--- src/rtl/core/pli_pkg.sv ---
// ----------------------------------------------------------------------------
// Piecewise-linear interpolation package
// Shared widths, codes and the command and status bundles that pass between
// the controller and the datapath.
// ----------------------------------------------------------------------------
package pli_pkg;

  localparam int DATA_W    = 32;
  localparam int IDX_W     = 4;
  localparam int CNT_W     = 5;
  localparam int DIV_STEPS = 32;
  localparam int DIV_CNT_W = 5;

  typedef enum logic [1:0] {
    STATUS_INTERP = 2'd0,
    STATUS_LOW    = 2'd1,
    STATUS_HIGH   = 2'd2,
    STATUS_NOSEG  = 2'd3
  } status_t;

  typedef enum logic {
    KIND_LOAD  = 1'b0,
    KIND_QUERY = 1'b1
  } kind_t;

  typedef enum logic [1:0] {
    RD_LAST  = 2'd0,
    RD_FIRST = 2'd1,
    RD_NEXT  = 2'd2
  } rd_sel_t;

  typedef struct packed {
    logic    query_load;
    logic    load_write;
    rd_sel_t rd_sel;
    logic    chk_last;
    logic    chk_first;
    logic    scan_step;
    logic    mul;
    logic    div_step;
    logic    sum;
    logic    out_load;
  } cmd_t;

  typedef struct packed {
    logic ge_last;
    logic le_first;
    logic seg_hit;
    logic scan_end;
    logic out_busy;
  } sts_t;

endpackage

--- src/rtl/core/pli_in_if.sv ---
// ----------------------------------------------------------------------------
// Input channel
// Valid/ready channel that carries load and query words.
// ----------------------------------------------------------------------------
interface pli_in_if import pli_pkg::*; ();

  logic                     valid;
  logic                     ready;
  logic                     kind;
  logic [IDX_W-1:0]         entry_index;
  logic signed [DATA_W-1:0] x_value;
  logic signed [DATA_W-1:0] y_value;

  modport source (output valid, output kind, output entry_index, output x_value,
                  output y_value, input ready);
  modport sink (input valid, input kind, input entry_index, input x_value,
                input y_value, output ready);

endinterface

--- src/rtl/core/pli_out_if.sv ---
// ----------------------------------------------------------------------------
// Result channel
// Valid/ready channel that carries interpolated result words.
// ----------------------------------------------------------------------------
interface pli_out_if import pli_pkg::*; ();

  logic                     valid;
  logic                     ready;
  logic signed [DATA_W-1:0] result_y;
  logic [1:0]               status;

  modport source (output valid, output result_y, output status, input ready);
  modport sink (input valid, input result_y, input status, output ready);

endinterface

--- src/rtl/core/pli_ctrl.sv ---
// ----------------------------------------------------------------------------
// Interpolation controller
// Sequences one word at a time: clamp checks, segment scan, multiply, divide
// and result hand-off.
// ----------------------------------------------------------------------------
module pli_ctrl import pli_pkg::*; (
  input  logic clk,
  input  logic rst_n,
  input  logic in_valid,
  input  logic in_kind,
  output logic in_ready,
  output cmd_t cmd,
  input  sts_t sts
);

  typedef enum logic [7:0] {
    S_IDLE  = 8'b0000_0001,
    S_LAST  = 8'b0000_0010,
    S_FIRST = 8'b0000_0100,
    S_SCAN  = 8'b0000_1000,
    S_MUL   = 8'b0001_0000,
    S_DIV   = 8'b0010_0000,
    S_SUM   = 8'b0100_0000,
    S_OUT   = 8'b1000_0000
  } state_t;

  state_t               state_r, state_nxt;
  logic [DIV_CNT_W-1:0] div_cnt_r, div_cnt_nxt;

  always_comb begin
    state_nxt   = state_r;
    div_cnt_nxt = div_cnt_r;
    cmd         = '0;
    cmd.rd_sel  = RD_NEXT;
    in_ready    = 1'b0;
    unique case (state_r)
      S_IDLE: begin
        in_ready   = 1'b1;
        cmd.rd_sel = RD_LAST;
        if (in_valid) begin
          if (in_kind == KIND_QUERY) begin
            cmd.query_load = 1'b1;
            state_nxt      = S_LAST;
          end else begin
            cmd.load_write = 1'b1;
          end
        end
      end
      S_LAST: begin
        cmd.chk_last = 1'b1;
        cmd.rd_sel   = RD_FIRST;
        state_nxt    = sts.ge_last ? S_OUT : S_FIRST;
      end
      S_FIRST: begin
        cmd.chk_first = 1'b1;
        state_nxt     = sts.le_first ? S_OUT : S_SCAN;
      end
      S_SCAN: begin
        cmd.scan_step = 1'b1;
        if (sts.seg_hit) begin
          state_nxt = S_MUL;
        end else if (sts.scan_end) begin
          state_nxt = S_OUT;
        end
      end
      S_MUL: begin
        cmd.mul     = 1'b1;
        div_cnt_nxt = '0;
        state_nxt   = S_DIV;
      end
      S_DIV: begin
        cmd.div_step = 1'b1;
        div_cnt_nxt  = div_cnt_r + 1'b1;
        if (div_cnt_r == DIV_CNT_W'(DIV_STEPS - 1)) begin
          state_nxt = S_SUM;
        end
      end
      S_SUM: begin
        cmd.sum   = 1'b1;
        state_nxt = S_OUT;
      end
      S_OUT: begin
        if (!sts.out_busy) begin
          cmd.out_load = 1'b1;
          state_nxt    = S_IDLE;
        end
      end
      default: begin
        state_nxt = S_IDLE;
      end
    endcase
  end

  always_ff @(posedge clk) begin
    if (!rst_n) begin
      state_r   <= S_IDLE;
      div_cnt_r <= '0;
    end else begin
      state_r   <= state_nxt;
      div_cnt_r <= div_cnt_nxt;
    end
  end

endmodule

--- src/rtl/core/pli_dpath.sv ---
// ----------------------------------------------------------------------------
// Interpolation datapath
// Breakpoint memory, segment compare, 32x32 multiplier, restoring divider and
// the output register.
// ----------------------------------------------------------------------------
module pli_dpath import pli_pkg::*; #(
  parameter int TABLE_DEPTH = 16,
  parameter int FRAC_BITS   = 16
) (
  input  logic                     clk,
  input  logic                     rst_n,
  input  cmd_t                     cmd,
  output sts_t                     sts,
  input  logic                     cfg_wr_en,
  input  logic [CNT_W-1:0]         cfg_wr_data,
  input  logic [IDX_W-1:0]         in_entry_index,
  input  logic signed [DATA_W-1:0] in_x_value,
  input  logic signed [DATA_W-1:0] in_y_value,
  input  logic                     out_ready,
  output logic                     out_valid,
  output logic signed [DATA_W-1:0] out_result_y,
  output logic [1:0]               out_status
);

  localparam int AW = (TABLE_DEPTH > 1) ? $clog2(TABLE_DEPTH) : 1;
  localparam logic [DATA_W-1:0] ONE_VAL = DATA_W'(64'd1 << FRAC_BITS);

  logic signed [DATA_W-1:0] mem_x [TABLE_DEPTH];
  logic signed [DATA_W-1:0] mem_y [TABLE_DEPTH];

  logic [CNT_W-1:0]         entry_count_r;
  logic [AW-1:0]            n_last;
  logic [AW-1:0]            rd_addr;
  logic [AW-1:0]            idx_r;
  logic signed [DATA_W-1:0] rdx_q, rdy_q;
  logic signed [DATA_W-1:0] qx_r;
  logic signed [DATA_W-1:0] prev_x_r, prev_y_r;
  logic signed [DATA_W-1:0] y0_r;
  logic                     neg_r;
  logic [DATA_W-1:0]        mag_r, off_r, den_r;
  logic [DATA_W-1:0]        rem_r, quo_r;
  logic signed [DATA_W-1:0] res_r;
  status_t                  res_status_r;
  logic                     out_valid_r;
  logic signed [DATA_W-1:0] out_y_r;
  status_t                  out_status_r;

  logic signed [DATA_W:0]   dy;
  logic [DATA_W:0]          div_try;
  logic                     div_ge;

  always_comb begin
    if (32'(entry_count_r) > TABLE_DEPTH) begin
      n_last = AW'(TABLE_DEPTH - 1);
    end else if (entry_count_r == '0) begin
      n_last = '0;
    end else begin
      n_last = AW'(entry_count_r - 1'b1);
    end
  end

  always_comb begin
    case (cmd.rd_sel)
      RD_LAST:  rd_addr = n_last;
      RD_FIRST: rd_addr = '0;
      default:  rd_addr = idx_r + 1'b1;
    endcase
  end

  always_ff @(posedge clk) begin
    if (cmd.load_write && (32'(in_entry_index) < TABLE_DEPTH)) begin
      mem_x[AW'(in_entry_index)] <= in_x_value;
      mem_y[AW'(in_entry_index)] <= in_y_value;
    end
    rdx_q <= mem_x[rd_addr];
    rdy_q <= mem_y[rd_addr];
  end

  assign sts.ge_last  = qx_r >= rdx_q;
  assign sts.le_first = qx_r <= rdx_q;
  assign sts.seg_hit  = (prev_x_r <= qx_r) && (qx_r < rdx_q);
  assign sts.scan_end = idx_r == n_last;
  assign sts.out_busy = out_valid_r && !out_ready;

  assign dy      = {rdy_q[DATA_W-1], rdy_q} - {prev_y_r[DATA_W-1], prev_y_r};
  assign div_try = {rem_r, quo_r[DATA_W-1]};
  assign div_ge  = div_try >= {1'b0, den_r};

  always_ff @(posedge clk) begin
    if (cmd.query_load) begin
      qx_r  <= in_x_value;
      idx_r <= '0;
    end
    if (cmd.chk_last && sts.ge_last) begin
      res_r        <= rdy_q;
      res_status_r <= STATUS_HIGH;
    end
    if (cmd.chk_first) begin
      prev_x_r <= rdx_q;
      prev_y_r <= rdy_q;
      idx_r    <= idx_r + 1'b1;
      if (sts.le_first) begin
        res_r        <= rdy_q;
        res_status_r <= STATUS_LOW;
      end
    end
    if (cmd.scan_step) begin
      if (sts.seg_hit) begin
        y0_r  <= prev_y_r;
        neg_r <= dy[DATA_W];
        mag_r <= dy[DATA_W] ? DATA_W'(-dy) : DATA_W'(dy);
        off_r <= DATA_W'(qx_r - prev_x_r);
        den_r <= DATA_W'(rdx_q - prev_x_r);
      end else if (sts.scan_end) begin
        res_r        <= ONE_VAL;
        res_status_r <= STATUS_NOSEG;
      end else begin
        prev_x_r <= rdx_q;
        prev_y_r <= rdy_q;
        idx_r    <= idx_r + 1'b1;
      end
    end
    if (cmd.mul) begin
      {rem_r, quo_r} <= (2 * DATA_W)'(mag_r) * (2 * DATA_W)'(off_r);
    end
    if (cmd.div_step) begin
      rem_r <= div_ge ? DATA_W'(div_try - {1'b0, den_r}) : div_try[DATA_W-1:0];
      quo_r <= {quo_r[DATA_W-2:0], div_ge};
    end
    if (cmd.sum) begin
      res_r        <= neg_r ? y0_r - quo_r : y0_r + quo_r;
      res_status_r <= STATUS_INTERP;
    end
    if (cmd.out_load) begin
      out_y_r      <= res_r;
      out_status_r <= res_status_r;
    end
  end

  always_ff @(posedge clk) begin
    if (!rst_n) begin
      entry_count_r <= CNT_W'(1);
      out_valid_r   <= 1'b0;
    end else begin
      if (cfg_wr_en) begin
        entry_count_r <= cfg_wr_data;
      end
      if (cmd.out_load) begin
        out_valid_r <= 1'b1;
      end else if (out_ready) begin
        out_valid_r <= 1'b0;
      end
    end
  end

  assign out_valid    = out_valid_r;
  assign out_result_y = out_y_r;
  assign out_status   = out_status_r;

endmodule

--- src/rtl/core/piecewise_linear_table_interp.sv ---
// ----------------------------------------------------------------------------
// Piecewise-linear table interpolation
// Breakpoint lookup table with linear interpolation between entries.
// ----------------------------------------------------------------------------
// A load word writes one breakpoint pair. A query word returns one result: it
// is checked first against the last breakpoint, then against the first, and
// only then are the segments scanned, reading one breakpoint per cycle from
// the table memory. A query that falls inside a segment then goes through a
// multiply and a 32-step restoring divider. One word is in work at a time; a
// finished result waits in the output register while the next word is taken.
// Table entries must be loaded before a query reads them.
module piecewise_linear_table_interp import pli_pkg::*; #(
  parameter int TABLE_DEPTH = 16,
  parameter int FRAC_BITS   = 16
) (
  input  logic             clk,
  input  logic             rst_n,
  input  logic             cfg_wr_en,
  input  logic [CNT_W-1:0] cfg_wr_data,
  pli_in_if.sink           in_ch,
  pli_out_if.source        out_ch
);

  cmd_t cmd;
  sts_t sts;
  logic in_ready;

  assign in_ch.ready = in_ready;

  pli_ctrl u_ctrl (
    .clk      (clk),
    .rst_n    (rst_n),
    .in_valid (in_ch.valid),
    .in_kind  (in_ch.kind),
    .in_ready (in_ready),
    .cmd      (cmd),
    .sts      (sts)
  );

  pli_dpath #(
    .TABLE_DEPTH (TABLE_DEPTH),
    .FRAC_BITS   (FRAC_BITS)
  ) u_dpath (
    .clk            (clk),
    .rst_n          (rst_n),
    .cmd            (cmd),
    .sts            (sts),
    .cfg_wr_en      (cfg_wr_en),
    .cfg_wr_data    (cfg_wr_data),
    .in_entry_index (in_ch.entry_index),
    .in_x_value     (in_ch.x_value),
    .in_y_value     (in_ch.y_value),
    .out_ready      (out_ch.ready),
    .out_valid      (out_ch.valid),
    .out_result_y   (out_ch.result_y),
    .out_status     (out_ch.status)
  );

endmodule

--- src/flat_wrapper.sv ---
// flat-port wrapper written by rule: the top's interface ports become plain ports
module piecewise_linear_table_interp_flat import pli_pkg::*;
#(
  parameter int TABLE_DEPTH = 16,
  parameter int FRAC_BITS   = 16
)
  (clk, rst_n, cfg_wr_en, cfg_wr_data, in_ch_valid, in_ch_kind, in_ch_entry_index, in_ch_x_value, in_ch_y_value, in_ch_ready, out_ch_valid, out_ch_result_y, out_ch_status, out_ch_ready);
  pli_in_if in_ch_i ();
  pli_out_if out_ch_i ();
  input  logic clk;
  input  logic rst_n;
  input  logic cfg_wr_en;
  input  logic [CNT_W-1:0] cfg_wr_data;
  input wire logic [$bits(in_ch_i.valid)-1:0] in_ch_valid;
  input wire logic [$bits(in_ch_i.kind)-1:0] in_ch_kind;
  input wire logic [$bits(in_ch_i.entry_index)-1:0] in_ch_entry_index;
  input wire logic [$bits(in_ch_i.x_value)-1:0] in_ch_x_value;
  input wire logic [$bits(in_ch_i.y_value)-1:0] in_ch_y_value;
  output wire logic [$bits(in_ch_i.ready)-1:0] in_ch_ready;
  output wire logic [$bits(out_ch_i.valid)-1:0] out_ch_valid;
  output wire logic [$bits(out_ch_i.result_y)-1:0] out_ch_result_y;
  output wire logic [$bits(out_ch_i.status)-1:0] out_ch_status;
  input wire logic [$bits(out_ch_i.ready)-1:0] out_ch_ready;
  assign in_ch_i.valid = in_ch_valid;
  assign in_ch_i.kind = in_ch_kind;
  assign in_ch_i.entry_index = in_ch_entry_index;
  assign in_ch_i.x_value = in_ch_x_value;
  assign in_ch_i.y_value = in_ch_y_value;
  assign in_ch_ready = in_ch_i.ready;
  assign out_ch_valid = out_ch_i.valid;
  assign out_ch_result_y = out_ch_i.result_y;
  assign out_ch_status = out_ch_i.status;
  assign out_ch_i.ready = out_ch_ready;
  piecewise_linear_table_interp #(.TABLE_DEPTH(TABLE_DEPTH), .FRAC_BITS(FRAC_BITS)) u_core (.clk(clk), .rst_n(rst_n), .cfg_wr_en(cfg_wr_en), .cfg_wr_data(cfg_wr_data), .in_ch(in_ch_i), .out_ch(out_ch_i));
endmodule
--- config.mk ---
export PLATFORM = sky130hd
export DESIGN_NAME = piecewise_linear_table_interp_flat
export DESIGN_NICKNAME = d
export VERILOG_FILES = /design/src/rtl/core/pli_pkg.sv /design/src/rtl/core/pli_in_if.sv /design/src/rtl/core/pli_out_if.sv /design/src/rtl/core/pli_ctrl.sv /design/src/rtl/core/pli_dpath.sv /design/src/rtl/core/piecewise_linear_table_interp.sv /design/src/flat_wrapper.sv
export SDC_FILE = /design/constraint.sdc
export NUM_CORES = 2
export LEC_CHECK = 0
export BUFFER_PORTS_ARGS = -buffer_cell sky130_fd_sc_hd__buf_2
export CAP_MARGIN = 20
export CORE_AREA = 4 4 498 500
export CTS_CLUSTER_SIZE = 12
export DETAILED_ROUTE_END_ITERATION = 10
export DIE_AREA = 0 0 502 504
export SLEW_MARGIN = 20
export SYNTH_ARGS = -nofsm -noshare
export SYNTH_HDL_FRONTEND = slang
export SYNTH_SLANG_ARGS = --single-unit
--- constraint.sdc ---
create_clock -name clk -period 11.3 [get_ports clk]
set_clock_uncertainty 0.2 [all_clocks]
set_input_delay 2.26 -clock clk [delete_from_list [all_inputs] [get_ports clk]]
set_output_delay 2.26 -clock clk [all_outputs]
set_load 0.1 [all_outputs]
# Word level (Yosys, flattened, before mapping)
# Memories as Yosys holds them, arrays and structs flattened. A register that Yosys moved wholly into a read port is not among the register bits.
# Cells that the tools add are included.
[classes]
addsub = 10
mul = 1
order_cmp = 6
n_eq_ne = 16
mux = 64
n_reduce_logical = 11
[ops]
columns = ["cell", "count"]
rows = [
  ["$mux W32", 22],
  ["$sub A32 B32 Y32", 4],
  ["$le A32 B32 Y1", 2],
  ["$mul A32 B32 Y64", 1],
  ["$mux W8", 8],
  ["$pmux W8 S8", 1],
  ["$ge A33 B32 Y1", 1],
  ["$sub A32 B32 Y33", 1],
  ["$add A32 B32 Y32", 1],
  ["$ge A32 B32 Y1", 1],
  ["$lt A32 B32 Y1", 1],
  ["$neg A32 Y32", 1],
  ["$mux W4", 7],
  ["$mux W2", 8],
  ["$mux W1", 15],
  ["$pmux W5 S2", 1],
  ["$eq A8 B1 Y1 const B", 1],
  ["$eq A8 B2 Y1 const B", 1],
  ["$eq A8 B3 Y1 const B", 1],
  ["$eq A8 B4 Y1 const B", 1],
  ["$eq A8 B5 Y1 const B", 1],
  ["$eq A8 B6 Y1 const B", 1],
  ["$eq A8 B7 Y1 const B", 1],
  ["$eq A8 B8 Y1 const B", 1],
  ["other kinds (18)", 25],
]
[word_totals]
regBits = 380
ram_bits = 1024
wordCells = 129
mem_count = 2
[mem_list]
columns = ["memory", "depth", "width", "rd", "rd_clocked_by_memory_dff", "write_ports", "line", "text"]
rows = [
  ["u_core.u_dpath.mem_x", 16, 32, 1, 1, 1, "pli_dpath.sv:28", "logic signed [DATA_W-1:0] mem_x [TABLE_DEPTH];"],
  ["u_core.u_dpath.mem_y", 16, 32, 1, 1, 1, "pli_dpath.sv:29", "logic signed [DATA_W-1:0] mem_y [TABLE_DEPTH];"],
]

# Logic depth before layout (Yosys ltp)
[depth]
ltp_word = 10
mapped_depth = 29
mapped_depth_nobuf = 27

# By module
# From an unflattened synthesis, not the netlist that was laid out.
[hier_totals]
cells_unflattened = 8828
area_unflattened_um2 = 98464.4
[modules_own_cells]
columns = ["module", "instances", "cells_each", "area_per_inst_um2", "seq_area_each_um2"]
rows = [
  ["pli_dpath", 1, 8724, 97613.6, 41970.3],
  ["pli_ctrl", 1, 104, 850.8, 260.2],
]

# Least setup slack after synthesis
# OpenSTA, ideal clock, no wires.
[synth_path]
kind = "reg-to-reg"
from = "register u_core.u_dpath.qx_r[0]"
to = "register u_core.u_dpath.den_r[0] (enable)"
setup_time_ns = 0.803
t_arrival_ns = 11.226
setup_slack_ns = -0.929
stages_incl_launch_ff = 12
n_path_buf = 0
period_less_slack_ns = 12.229
cell_sequence = "edfxtp_1 > inv_1 > ha_1 > fa_1 > nor2b_1 > o21bai_1 > a21boi_0 > o21a_1 > o21a_1 > o31a_1 > o41ai_1 > nor3b_1"
[synth_via]
elab_chain_len = 3
word_cells_on_any_way = 4
cone_classes = "order compare (2); reduce/logical (2)"
[synth_rtl]
columns = ["item", "line", "text"]
rows = [
  ["start: declaration", "pli_dpath.sv:36", "logic signed [DATA_W-1:0] qx_r;"],
  ["start signal: assignment", "pli_dpath.sv:91", "qx_r <= in_x_value;"],
  ["$le A32 B32 Y1 or $lt A32 B32 Y1 (tied branches)", "pli_dpath.sv:81", "assign sts.seg_hit = (prev_x_r <= qx_r) && (qx_r < rdx_q);"],
  ["$logic_and A1 B1 Y1 *", "pli_dpath.sv:81", ""],
  ["$reduce_and A2 Y1 (no source line) *", "--", ""],
  ["end signal: assignment", "pli_dpath.sv:113", "den_r <= DATA_W'(rdx_q - prev_x_r);"],
  ["end: declaration", "pli_dpath.sv:40", "logic [DATA_W-1:0] mag_r, off_r, den_r;"],
]
# Every way passes the cells marked *; elsewhere a longest branch is shown, timed or not.
# A chain may end at the register's enable or synchronous reset.

# Worst setup path in the final report
[layout_path]
from = "register u_core.u_dpath.off_r[15]"
to = "register u_core.u_dpath.rem_r[29] (data pin)"
[layout_via]
elab_chain_len = 3
[layout_rtl]
columns = ["item", "line", "text"]
rows = [
  ["start: declaration", "pli_dpath.sv:40", ""],
  ["start signal: assignment", "pli_dpath.sv:112", "off_r <= DATA_W'(qx_r - prev_x_r);"],
  ["$mul A32 B32 Y64", "pli_dpath.sv:124", "{rem_r, quo_r} <= (2 * DATA_W)'(mag_r) * (2 * DATA_W)'(off_r);"],
  ["$mux W32", "pli_dpath.sv:123", "if (cmd.mul) begin"],
  ["$mux W32", "pli_dpath.sv:126", "if (cmd.div_step) begin"],
  ["end signal: assignment", "pli_dpath.sv:124", ""],
  ["end signal: assignment", "pli_dpath.sv:127", "rem_r <= div_ge ? DATA_W'(div_try - {1'b0, den_r}) : div_try[DATA_W-1:0];"],
  ["end: declaration", "pli_dpath.sv:41", "logic [DATA_W-1:0] rem_r, quo_r;"],
]
# Every way passes these cells. The select of a mux whose other input is x is not followed.

==> flow_summary_export.csv <==
group,metric,value,unit
sta,setup_viol,0,
die,dieArea,253000,µm²
synthesis,synth_cells,7941,
die,fp.coreArea,243000,µm²
final_layout,area_growth_syn_to_layout,9.15,%
drt,post_drt_wl_per_cell,21.7,µm
clock_tree,cts_tree,"done",
drt,avgViaCountPerCell,5.38,
critical_path,path_class,"reg -> reg",
clock_tree,cts_resized,0,
drt,vias,60600,
sta,tightest_slew,1.13,ns
power,p_switching,4.38,mW
die,io_pins,115,
clock_tree,cts_setup_buffers,0,
final_layout,largestRegisters,"u_core.u_dpath.mem_x (512), u_core.u_dpath.mem_y (512)",
clock_tree,clkLatencyLatePin,0.78,ns
sta,fin_setup_tns,0,ns
placed_design,dpl.cell_count,11000,
critical_path,rr_worst_depth,23,
grt,antenna_found_initial,30,
synthesis,ys_top_cells_by_area,"edfxtp_1, fa_1, mux4_2",
sta,period_needed,9.33,ns
power,power_density,140,nW/µm²
grt,grt_max_degree,131,
synthesis,ys_seq_elements,1468,
placed_design,dpl.hpwl,168,mm
final_layout,layout_common_cells,"edfxtp_1, inv_1, fa_1",
die,initial_utilization,39.9,%
drt,drt_pass1_iterations,8,
placed_design,port_buffers,114,
placed_design,gp_congestion,0.902,
synthesis,syn_avg_cell_area,12.2,µm²
critical_path,cp-start-kind,"flip-flop",
die,num_rows,181,
drt,postRouteWirelength,245,mm
clock_tree,cts_hold_buf,0,
die,die_h,504,µm
run_status,status,"finished clean",
final_layout,final_common_cell,"edfxtp_1",
clock_tree,cts_max_path_buffers,3,
grt,grt_pass1_vias,63500,
clock_tree,cts_root_buf,"clkbuf_16",
drt,remaining_drc_errors,0,
power,switching_share,29.7,%
grt,overflow,0,
critical_path,crit_fanout,32,
power,p_clk_share,31.7,%
synthesis,synthFlopType,"edfxtp_1",
power,ir_worst_vdd,179,µV
sta,finalHoldViolCount,0,
critical_path,critical_path_required,11.60,ns
synthesis,synthArstFlopShare,0,%
synthesis,yosysSeqAreaShare,43.6,%
synthesis,synth-edff-count,1283,
die,die_w,502,µm
clock_tree,numCtsBuffers,151,
clock_tree,htreeDepth,4,
worst_hold_path,min_path_cells,0,
synthesis,synth.distinct_cells,83,
critical_path,arrival,9.63,ns
sta,max_freq,107,MHz
sta,slew_headroom,24.5,%
sta,worst_slack,1.97,ns
power,leakagePower,42.5,nW
final_layout,drive_gt1_share,9.22,%
clock_tree,cts.sink_count,1468,
placed_design,dp_slack,1.99,ns
sta,period_share,82.6,%
synthesis,syn_area,96900,µm²
power,p_seq_share,44.6,%
worst_hold_path,min_path_type,"reg -> reg",
final_layout,final_cells,11300,
sta,finalMaxSlewViolations,0,
power,internal_power,10.4,mW
synthesis,netlist.area_leader.share,39.8,%
grt,grt_pass1_wl,380,mm
grt,grtUsageTotal,19.4,%
critical_path,cp-end-kind,"flip-flop",
synthesis,synth_fp_nets,9381,
final_layout,fin_nets,9381,
drt,first_iter_violations,4996,
sta,rsz0062_at_grt,"false",
drt,postRouteAntennaNets,0,
synthesis,ys_warn_count,0,
clock_tree,cts.clk_slew.worst_paths,0.06,ns
power,combPwrFrac,23.8,%
synthesis,yosysTopAreaCell,"edfxtp_1",
run,maxCapViolCount,0,
[layer usage]
layer  part of all wire, %  track usage [%]
met2                    47             31.2
met5                 0.080                0
met1                    44             27.5
met3                   6.4             3.21
met4                   2.3             4.50
[worst paths after layout]
path	from	endpoint	slack (ns)
hold / removal	u_core.u_dpath.prev_y_r[21]	u_core.u_dpath.y0_r[21]	0.23
hold reg to reg	u_core.u_dpath.prev_y_r[21]	u_core.u_dpath.y0_r[21]	0.23
setup reg to reg	u_core.u_dpath.off_r[15]	u_core.u_dpath.rem_r[29]	1.97
setup / recovery	u_core.u_dpath.off_r[15]	u_core.u_dpath.rem_r[29]	1.97
[power by group through the flow]
stage	sequential [mW]	clock (mW)	combinational, mW
finish	6.58	4.68	3.51
detailed placement	6.68	0	3.52
floorplan	6.51	0	2.60
global placement	6.68	0	3.46
global route	6.60	5.01	3.87
CTS	6.57	4.79	3.54
[worst max-delay path, stage by stage, from the launching register on]
cell and delay [ns]:
edfxtp_1 1.09, and2_1 0.27, fa_1 0.45, fa_1 0.51, inv_1 0.05, fa_1 0.45
fa_1 0.51, fa_1 0.56, inv_1 0.06, fa_1 0.45, fa_1 0.52, fa_1 0.43
ha_1 0.57, nand4_1 0.24, nor4_1 0.38, and2_1 0.17, a31oi_1 0.06, o21a_1 0.23
a21oi_1 0.54, o21ai_0 0.33, o21ai_0 0.52, a21boi_0 0.21, xor2_1 0.16, mux2i_1 0.09
[cells by family after synthesis]
family	after synthesis	synth area share, %
xor gates and xnor gates	253	2.29
DFF	1468	43.6
adders and majority gates	1363	24.6
buffers and inverters	1423	5.59
and+or+nand+nor	2066	10.7
muxes	289	6.30
AOI/OAI and AO/OA	1079	6.97
[stage by stage]
stage	hold slack [ns]	utilization, %	cell area [µm²]	power (mW)
2_1_floorplan	0.203	-	96900	9.11
3_3_place_gp	0.210	41.6	101000	10.1
3_5_place_dp	0.213	41.6	101000	10.2
4_1_cts	0.226	43.5	106000	14.9
5_1_grt	0.230	43.5	106000	15.5
6_report	0.228	43.5	106000	14.8
[Yosys cell counts (all sizes together) (10+ instances only)]
| cell type | n |
|---|---|
| a211oi | 96 |
| a21o | 126 |
| a21oi | 270 |
| a31o | 10 |
| a31oi | 102 |
| and2 | 671 |
| and3 | 35 |
| and4 | 12 |
| buf | 66 |
| clkbuf | 321 |
| dfxtp | 185 |
| edfxtp | 1283 |
| fa | 901 |
| ha | 460 |
| inv | 1036 |
| mux2i | 29 |
| mux4 | 256 |
| nand2 | 840 |
| nand2b | 32 |
| nand3 | 65 |
| nand4 | 39 |
| nor2 | 191 |
| nor2b | 42 |
| nor3 | 53 |
| nor4 | 16 |
| o211ai | 10 |
| o21a | 24 |
| o21ai | 276 |
| o21bai | 26 |
| o22ai | 11 |
| o31ai | 36 |
| or2 | 13 |
| or3 | 18 |
| xnor2 | 168 |
| xor2 | 85 |
[layout make-up]
cell class | count | area (µm²)
diodes | 12 | 30.0
clock buffers | 224 | 4210
clock inverters | 35 | 354
fillers | 22100 | 137000
inverters | 1036 | 3890
multi-input cells | 5050 | 49400
flip-flops and latches | 1468 | 42200
well taps | 3202 | 4010
repair buffers | 234 | 1600
Note: power is estimated with default switching activity, not from simulation.
